--- config.mk ---
export PLATFORM = sky130hd
export DESIGN_NAME = fit_policy_block_selector
export DESIGN_NICKNAME = d
export VERILOG_FILES = /design/src/hw/rtl/fpbs_pkg.sv /design/src/hw/rtl/fpbs_csr.sv /design/src/hw/rtl/fpbs_match.sv /design/src/hw/rtl/fpbs_tree.sv /design/src/hw/rtl/fpbs_out.sv /design/src/hw/rtl/fit_policy_block_selector.sv
export SDC_FILE = /design/constraint.sdc
export NUM_CORES = 1
export LEC_CHECK = 0
export ABC_AREA = 1
export ABC_CLOCK_PERIOD_IN_PS = 23900
export BUFFER_PORTS_ARGS = -buffer_cell sky130_fd_sc_hd__clkbuf_2
export CAP_MARGIN = 20
export CORE_ASPECT_RATIO = 1.1
export CORE_UTILIZATION = 50
export CTS_CLUSTER_SIZE = 10
export DETAILED_ROUTE_END_ITERATION = 10
export PLACE_DENSITY_LB_ADDON = 0.3
export SYNTH_ARGS = -nofsm -noshare
export SYNTH_HDL_FRONTEND = slang
export SYNTH_SLANG_ARGS = --single-unit
export TNS_END_PERCENT = 5
--- constraint.sdc ---
create_clock -name clock -period 23.9 [get_ports clock]
set_clock_uncertainty 0.15 [all_clocks]
set_input_delay 2.39 -clock clock [delete_from_list [all_inputs] [get_ports clock]]
set_output_delay 2.39 -clock clock [all_outputs]
set_load 0.01 [all_outputs]
--- src/hw/rtl/fpbs_pkg.sv ---
// ----------------------------------------------------------------------------
// fpbs_pkg: shared types and constants for the fit policy block selector
// Policy and status codes, item structs, candidate struct and merge function.
// ----------------------------------------------------------------------------
`default_nettype none

package fpbs_pkg;

   localparam int NUM_BLOCKS    = 8;   // slots that take part in selection (2..8)
   localparam int SIZE_WIDTH    = 16;  // compared size width (4..32)
   localparam int SLOT_REGS     = 8;   // size registers present
   localparam int REG_WIDTH     = 16;
   localparam int IDX_WIDTH     = 3;
   localparam int CSR_IDX_WIDTH = 4;
   localparam int CMP_WIDTH     = (SIZE_WIDTH < REG_WIDTH) ? SIZE_WIDTH : REG_WIDTH;

   localparam logic [1:0] POL_FIRST = 2'd0;
   localparam logic [1:0] POL_BEST  = 2'd1;
   localparam logic [1:0] POL_WORST = 2'd2;
   localparam logic [1:0] POL_BAD   = 2'd3;

   localparam logic [1:0] ST_OK     = 2'd0;
   localparam logic [1:0] ST_NOFIT  = 2'd1;
   localparam logic [1:0] ST_BADPOL = 2'd2;

   typedef struct packed {
      logic [1:0]           operation;
      logic [REG_WIDTH-1:0] request_size;
   } req_type;

   typedef struct packed {
      logic [1:0]           status;
      logic [IDX_WIDTH-1:0] block_index;
      logic [REG_WIDTH-1:0] chosen_size;
   } rsp_type;

   typedef logic [SLOT_REGS-1:0][REG_WIDTH-1:0] size_array_type;

   typedef struct packed {
      logic                 fit;
      logic [IDX_WIDTH-1:0] idx;
      logic [CMP_WIDTH-1:0] size;
   } cand_type;

   typedef struct packed {
      logic [1:0]                      policy;
      cand_type [SLOT_REGS-1:0]        cands;
   } grp8_type;

   typedef struct packed {
      logic [1:0]                      policy;
      cand_type [SLOT_REGS/2-1:0]      cands;
   } grp4_type;

   typedef struct packed {
      logic [1:0]                      policy;
      cand_type [SLOT_REGS/4-1:0]      cands;
   } grp2_type;

   // lo always has the lower slot indexes, so ties keep lo
   function automatic cand_type merge_cand(input logic [1:0] policy,
                                           input cand_type lo,
                                           input cand_type hi);
      logic take_lo;
      begin
         case (policy)
            POL_BEST:  take_lo = lo.fit && (!hi.fit || lo.size <= hi.size);
            POL_WORST: take_lo = lo.fit && (!hi.fit || lo.size >= hi.size);
            default:   take_lo = lo.fit;
         endcase
         merge_cand = take_lo ? lo : hi;
      end
   endfunction

endpackage

`default_nettype wire

--- src/hw/rtl/fpbs_csr.sv ---
// ----------------------------------------------------------------------------
// fpbs_csr: block size register file
// Eight write-only size registers; writes past the last index are dropped.
// ----------------------------------------------------------------------------
`default_nettype none

module fpbs_csr (
   input  wire logic                               clock,
   input  wire logic                               reset,
   input  wire logic                               csr_we,
   input  wire logic [fpbs_pkg::CSR_IDX_WIDTH-1:0] csr_index,
   input  wire logic [fpbs_pkg::REG_WIDTH-1:0]     csr_data,
   output fpbs_pkg::size_array_type                sizes
);

   fpbs_pkg::size_array_type sizes_ff;
   fpbs_pkg::size_array_type sizes_in;

   always_comb begin
      sizes_in = sizes_ff;
      for (int k = 0; k < fpbs_pkg::SLOT_REGS; k++) begin
         if (csr_we && csr_index == fpbs_pkg::CSR_IDX_WIDTH'(k)) begin
            sizes_in[k] = csr_data;
         end
      end
   end

   always_ff @(posedge clock) begin
      if (reset) begin
         sizes_ff <= '0;
      end else begin
         sizes_ff <= sizes_in;
      end
   end

   assign sizes = sizes_ff;

endmodule

`default_nettype wire

--- src/hw/rtl/fpbs_match.sv ---
// ----------------------------------------------------------------------------
// fpbs_match: compare stage
// Tests every slot against the request and registers one candidate per slot.
// ----------------------------------------------------------------------------
`default_nettype none

module fpbs_match (
   input  wire logic                     clock,
   input  wire logic                     reset,
   input  wire logic                     in_valid,
   output logic                          in_ready,
   input  wire fpbs_pkg::req_type        in_data,
   input  wire fpbs_pkg::size_array_type sizes,
   output logic                          out_valid,
   input  wire logic                     out_ready,
   output fpbs_pkg::grp8_type            out_data
);

   logic               valid_ff;
   logic               valid_in;
   fpbs_pkg::grp8_type data_ff;
   fpbs_pkg::grp8_type data_in;
   logic [fpbs_pkg::CMP_WIDTH-1:0] req_size;

   assign in_ready = !valid_ff || out_ready;
   assign req_size = in_data.request_size[fpbs_pkg::CMP_WIDTH-1:0];

   always_comb begin
      data_in.policy = in_data.operation;
      for (int k = 0; k < fpbs_pkg::SLOT_REGS; k++) begin
         data_in.cands[k].size = sizes[k][fpbs_pkg::CMP_WIDTH-1:0];
         data_in.cands[k].idx  = fpbs_pkg::IDX_WIDTH'(k);
         // unused slot (size zero) never fits, not even a zero request
         data_in.cands[k].fit  = (k < fpbs_pkg::NUM_BLOCKS)
                                 && (data_in.cands[k].size != '0)
                                 && (data_in.cands[k].size >= req_size);
      end
      valid_in = in_ready ? in_valid : valid_ff;
   end

   always_ff @(posedge clock) begin
      if (reset) begin
         valid_ff <= 1'b0;
      end else begin
         valid_ff <= valid_in;
      end
   end

   always_ff @(posedge clock) begin
      if (in_valid && in_ready) begin
         data_ff <= data_in;
      end
   end

   assign out_valid = valid_ff;
   assign out_data  = data_ff;

endmodule

`default_nettype wire

--- src/hw/rtl/fpbs_tree.sv ---
// ----------------------------------------------------------------------------
// fpbs_tree: two registered merge levels
// Reduces eight candidates to four, then four to two, per the item's policy.
// ----------------------------------------------------------------------------
`default_nettype none

module fpbs_tree (
   input  wire logic                     clock,
   input  wire logic                     reset,
   input  wire logic                     in_valid,
   output logic                          in_ready,
   input  wire fpbs_pkg::grp8_type       in_data,
   output logic                          out_valid,
   input  wire logic                     out_ready,
   output fpbs_pkg::grp2_type            out_data
);

   logic               l1_valid_ff;
   logic               l1_valid_in;
   fpbs_pkg::grp4_type l1_data_ff;
   fpbs_pkg::grp4_type l1_data_in;
   logic               l1_ready;

   logic               l2_valid_ff;
   logic               l2_valid_in;
   fpbs_pkg::grp2_type l2_data_ff;
   fpbs_pkg::grp2_type l2_data_in;
   logic               l2_ready;

   assign l2_ready = !l2_valid_ff || out_ready;
   assign l1_ready = !l1_valid_ff || l2_ready;
   assign in_ready = l1_ready;

   always_comb begin
      l1_data_in.policy = in_data.policy;
      for (int k = 0; k < fpbs_pkg::SLOT_REGS / 2; k++) begin
         l1_data_in.cands[k] = fpbs_pkg::merge_cand(in_data.policy,
                                                    in_data.cands[2*k],
                                                    in_data.cands[2*k+1]);
      end
      l2_data_in.policy = l1_data_ff.policy;
      for (int k = 0; k < fpbs_pkg::SLOT_REGS / 4; k++) begin
         l2_data_in.cands[k] = fpbs_pkg::merge_cand(l1_data_ff.policy,
                                                    l1_data_ff.cands[2*k],
                                                    l1_data_ff.cands[2*k+1]);
      end
      l1_valid_in = l1_ready ? in_valid : l1_valid_ff;
      l2_valid_in = l2_ready ? l1_valid_ff : l2_valid_ff;
   end

   always_ff @(posedge clock) begin
      if (reset) begin
         l1_valid_ff <= 1'b0;
         l2_valid_ff <= 1'b0;
      end else begin
         l1_valid_ff <= l1_valid_in;
         l2_valid_ff <= l2_valid_in;
      end
   end

   always_ff @(posedge clock) begin
      if (in_valid && l1_ready) begin
         l1_data_ff <= l1_data_in;
      end
      if (l1_valid_ff && l2_ready) begin
         l2_data_ff <= l2_data_in;
      end
   end

   assign out_valid = l2_valid_ff;
   assign out_data  = l2_data_ff;

endmodule

`default_nettype wire

--- src/hw/rtl/fpbs_out.sv ---
// ----------------------------------------------------------------------------
// fpbs_out: final merge and result register
// Picks the last winner, builds status, index and size, holds the result item.
// ----------------------------------------------------------------------------
`default_nettype none

module fpbs_out (
   input  wire logic                     clock,
   input  wire logic                     reset,
   input  wire logic                     in_valid,
   output logic                          in_ready,
   input  wire fpbs_pkg::grp2_type       in_data,
   output logic                          out_valid,
   input  wire logic                     out_ready,
   output fpbs_pkg::rsp_type             out_data
);

   logic               valid_ff;
   logic               valid_in;
   fpbs_pkg::rsp_type  data_ff;
   fpbs_pkg::rsp_type  data_in;
   fpbs_pkg::cand_type win;

   assign in_ready = !valid_ff || out_ready;

   always_comb begin
      win = fpbs_pkg::merge_cand(in_data.policy, in_data.cands[0], in_data.cands[1]);
      data_in = '0;
      if (in_data.policy == fpbs_pkg::POL_BAD) begin
         data_in.status = fpbs_pkg::ST_BADPOL;
      end else if (win.fit) begin
         data_in.status      = fpbs_pkg::ST_OK;
         data_in.block_index = win.idx;
         data_in.chosen_size = fpbs_pkg::REG_WIDTH'(win.size);
      end else begin
         data_in.status = fpbs_pkg::ST_NOFIT;
      end
      valid_in = in_ready ? in_valid : valid_ff;
   end

   always_ff @(posedge clock) begin
      if (reset) begin
         valid_ff <= 1'b0;
      end else begin
         valid_ff <= valid_in;
      end
   end

   always_ff @(posedge clock) begin
      if (in_valid && in_ready) begin
         data_ff <= data_in;
      end
   end

   assign out_valid = valid_ff;
   assign out_data  = data_ff;

endmodule

`default_nettype wire

--- src/hw/rtl/fit_policy_block_selector.sv ---
// ----------------------------------------------------------------------------
// fit_policy_block_selector: first / best / worst fit block slot selector
// Picks one of eight configured block sizes for each request item.
// ----------------------------------------------------------------------------
// Each request item carries a policy (first, best or worst fit, or the
// invalid code) and a size; the result item gives a status, the chosen slot
// and its size. Slot sizes live in eight registers written through the csr_
// port; a size of zero marks the slot unused, and writes to index 8 and up
// are dropped. Write them only while no item is in flight. The block takes
// one item per cycle while no stall on rsp_ready backs up the pipe, and
// each result passes in order through the registers of the four-stage
// pipeline: per-slot compare, then three levels of a pairwise merge tree
// (8 to 4, 4 to 2, 2 to 1 plus result formatting into the output register).
// Every stage has its own valid bit and is refilled whenever it or the
// stage after it empties, so bubbles collapse and a full pipe holds its
// items under back-pressure. Ties on size go to the lowest slot index.
// ----------------------------------------------------------------------------
`default_nettype none

module fit_policy_block_selector (
   input  wire logic                               clock,
   input  wire logic                               reset,
   // request items
   input  wire logic                               req_valid,
   output logic                                    req_ready,
   input  wire fpbs_pkg::req_type                  req_data,
   // result items
   output logic                                    rsp_valid,
   input  wire logic                               rsp_ready,
   output fpbs_pkg::rsp_type                       rsp_data,
   // size register writes
   input  wire logic                               csr_we,
   input  wire logic [fpbs_pkg::CSR_IDX_WIDTH-1:0] csr_index,
   input  wire logic [fpbs_pkg::REG_WIDTH-1:0]     csr_data
);

   fpbs_pkg::size_array_type sizes;

   // compare stage -> tree
   logic               s1_valid;
   logic               s1_ready;
   fpbs_pkg::grp8_type s1_data;

   // tree -> final stage
   logic               s3_valid;
   logic               s3_ready;
   fpbs_pkg::grp2_type s3_data;

   fpbs_csr u_csr (
      .clock     (clock),
      .reset     (reset),
      .csr_we    (csr_we),
      .csr_index (csr_index),
      .csr_data  (csr_data),
      .sizes     (sizes)
   );

   // stage 1: fit flags for all slots at once
   fpbs_match u_match (
      .clock     (clock),
      .reset     (reset),
      .in_valid  (req_valid),
      .in_ready  (req_ready),
      .in_data   (req_data),
      .sizes     (sizes),
      .out_valid (s1_valid),
      .out_ready (s1_ready),
      .out_data  (s1_data)
   );

   // stages 2 and 3: merge tree down to two candidates
   fpbs_tree u_tree (
      .clock     (clock),
      .reset     (reset),
      .in_valid  (s1_valid),
      .in_ready  (s1_ready),
      .in_data   (s1_data),
      .out_valid (s3_valid),
      .out_ready (s3_ready),
      .out_data  (s3_data)
   );

   // stage 4: last merge, status encode, output register
   fpbs_out u_out (
      .clock     (clock),
      .reset     (reset),
      .in_valid  (s3_valid),
      .in_ready  (s3_ready),
      .in_data   (s3_data),
      .out_valid (rsp_valid),
      .out_ready (rsp_ready),
      .out_data  (rsp_data)
   );

endmodule

`default_nettype wire

==> flow_summary.toml <==
[critical_path]
start_kind = "input pin"
critical-path-slowest-cell = "nor2_1"
timing_worst_setup_path_type = "input pin to output port"
required_ns = 21.36
arrival_ns = 3.41
r2r.worst_path.cells = 11
cp_max_fo = 3
path_cells = "clkbuf_2, nor2_1, inv_1, nor2_1, inv_1, nor2_1, inv_1, nor2_1, inv_1, clkbuf_2"
cp-end-kind = "output port"
crit_path_max_incr_delay_ns = 0.21
r2r-end = "u_match.out_data[62]"
r2r_setup_slack_ns = 20.98
r2r_start = "u_out.out_valid"

[yosys]
synthTopCellsByCount = "nand2_1 (575), edfxtp_1 (273), inv_1 (260)"
synth_area_leader_cell = "edfxtp_1"
ys_async_sr_fraction = 0
synth_top_area_share = 0.386
synth_area_mm2 = 0.0212
synth.most_common_cell = "nand2_1"
netlist_instances = 2275
synth.avg_cell_area_um2 = 9.33
synth_edf_count = 273
ys_types = 34
synthFlopType = "edfxtp_1"
ys_ff_latch = 405
yosysSeqAreaShare = 0.511
yosysWarningCount = 0
synth_nets = 2562
ys_top_cells_by_area = "edfxtp_1 (39%), ha_1 (14%), dfxtp_1 (12%), nand2_1 (10%), a21oi_1 (5.7%)"

[timing]
finalCritPeriodShare = 0.249
setup_ws_ns = 17.95
setup_viol = 0
setup_tns_ns = 0
fmax_ghz = 0.168
drv_slew = 0
min_period_ns = 5.95
rsz0062_at_grt = "no"
tightest_slew_ns = 1.04
max_slew_margin = 0.308
hold_ws_ns = 0.296
hold_viol = 0

[hold_path]
worst_hold_startpoint = "u_tree.l1_data_ff[80]"
worstHoldPathCells = 0
hold_end = "u_tree.out_data[40]"
hold_path_class = "register to register"

[cells_and_area]
fin_nets = 2605
final_area_mm2 = 0.0233
multiInputGateArea_mm2 = 0.00897
nFillCells = 3674
antenna_cells = 0
drive_gt1_frac = 0.0709
syn_to_final_growth_pct = 9.93
ff_latch_area_mm2 = 0.0108

[floorplan]
die_area_mm2 = 0.0433
rows = 78
start_util = 0.510
die_y_um = 218
pin_count = 66
core_area_mm2 = 0.0416
die_w_um = 198

[global_route]
grt_pass1_wl_um = 84500
antenna_found_initial = 0
grt_overflow = 0
grt_usage = 0.257
grt_pass1_vias = 15400
grt_max_degree = 86

[clocking]
insertion_delay_ns = 0.57
cts_tree = "built"
numCtsBuffers = 47
cts_setup_buffers = 0
postCtsHoldBufs = 0
clock-root-buffer = "clkbuf_16"
cts-resized-gates = 0
cts.sinks = 405
clockBufferDepth = 3
cts.htree.levels = 2
clk_pin_slew_ns = 0.06

[routing]
firstDrtPassIters = 8
drt-wirelength-per-cell_um = 18.5
drt-vias-per-instance = 5.54
postRouteAntennaNets = 0
drt_iter0_markers = 1523
drc = 0
routed_wl_um = 54000
vias = 16200

[power_and_ir_drop]
power-per-cell-area_mw_per_mm2 = 68.2
ir_worst_vdd_v = 0.0000492
p_leak_nw = 10.3

[placement]
numPortBuffers = 65
gp_congestion = 0.878
hpwl_um = 39600
placed_area_mm2 = 0.0219
pre_cts_slack_ns = 17.95

[job]
max-cap-violations = 0

[run_status]
status = "finished clean"
## layout make-up
type                    count  share of cell area
well taps                 560              0.0300
clock inverters             2             0.00150
multi-input cells        1523               0.384
clock buffers              84              0.0590
inverters                 266              0.0428
flip-flops and latches    405               0.465
repair buffers             75              0.0176
## routing by layer
metal  part of all wire  up-vias  global-route usage  wire length (um)
li1                   -     7862                   -                 -
met1               0.43     7546               0.340             23100
met2               0.44      602               0.404             24000
met3              0.072      149              0.0414              3910
met4              0.056        0               0.142              3040
met5                  0        -                   0                 0
## how the worst max path moves through the flow
| stage | from | to | slack (ns) | depth (start not counted) |
|---|---|---|---|---|
| final | rsp_ready | req_ready | 17.95 | 10 |
| after global routing | rsp_ready | req_ready | 17.73 | 10 |
| after CTS | rsp_ready | req_ready | 17.94 | 10 |
| after detailed placement | rsp_ready | req_ready | 17.95 | 10 |
| after global placement | rsp_ready | req_ready | 17.93 | 10 |
| after floorplan | rsp_ready | u_match.out_data[0] | 14.58 | 8 |
## cells in the final DEF, fill, tap and decap left out, types with 3 or more instances in the layout
master	count
a211oi_1	42
a21oi_1	240
buf_4	10
clkbuf_1	33
clkbuf_16	49
clkbuf_2	64
dfxtp_1	132
edfxtp_1	273
ha_1	244
inv_1	259
inv_2	7
nand2_1	575
nand2_4	6
nand3_1	161
nand3_4	6
nand4_1	22
nor2_1	109
nor2_2	11
nor2_4	6
nor3_1	12
nor4_1	17
o211ai_1	8
o21ai_0	52
o31ai_1	3
## flip-flops by register name, indices dropped and copies added, names as in the netlist
signal,cells
u_out.out_valid,1
u_tree.l1_valid_ff,1
u_match.out_data,138
u_tree.out_data,40
u_match.out_valid,1
u_tree.out_valid,1
u_out.out_data,21
u_tree.l1_data_ff,74
u_csr.sizes,128
## per-stage QoR
stage	std cells	power, mW	util
6_report	2915	1.59	0.561
5_1_grt	2915	1.65	0.561
4_1_cts	2913	1.60	0.561
3_5_place_dp	2827	0.935	0.527
3_3_place_gp	2827	0.928	0.527
2_1_floorplan	2275	0.892	-
## cells by family after synthesis
logic type | Yosys count | share of synthesized area
AOI/OAI and AO/OA | 348 | 0.0887
adders and majority gates | 244 | 0.144
DFF | 405 | 0.511
and+or+nand+nor | 931 | 0.190
buffers and inverters | 347 | 0.0670
## where the power goes
group          internal, mW  switching (mW)  leakage [nW]
registers             0.774          0.0191          3.76
logic                0.0412          0.0889          5.82
clock network         0.396           0.271         0.675
## worst max-delay path: cells and delay by family
| family | cells | cell delay, ns |
|---|---|---|
| buffers and inverters | 6 | 0.51 |
| and+or+nand+nor | 4 | 0.52 |
Power figures use the tool's default switching activity.
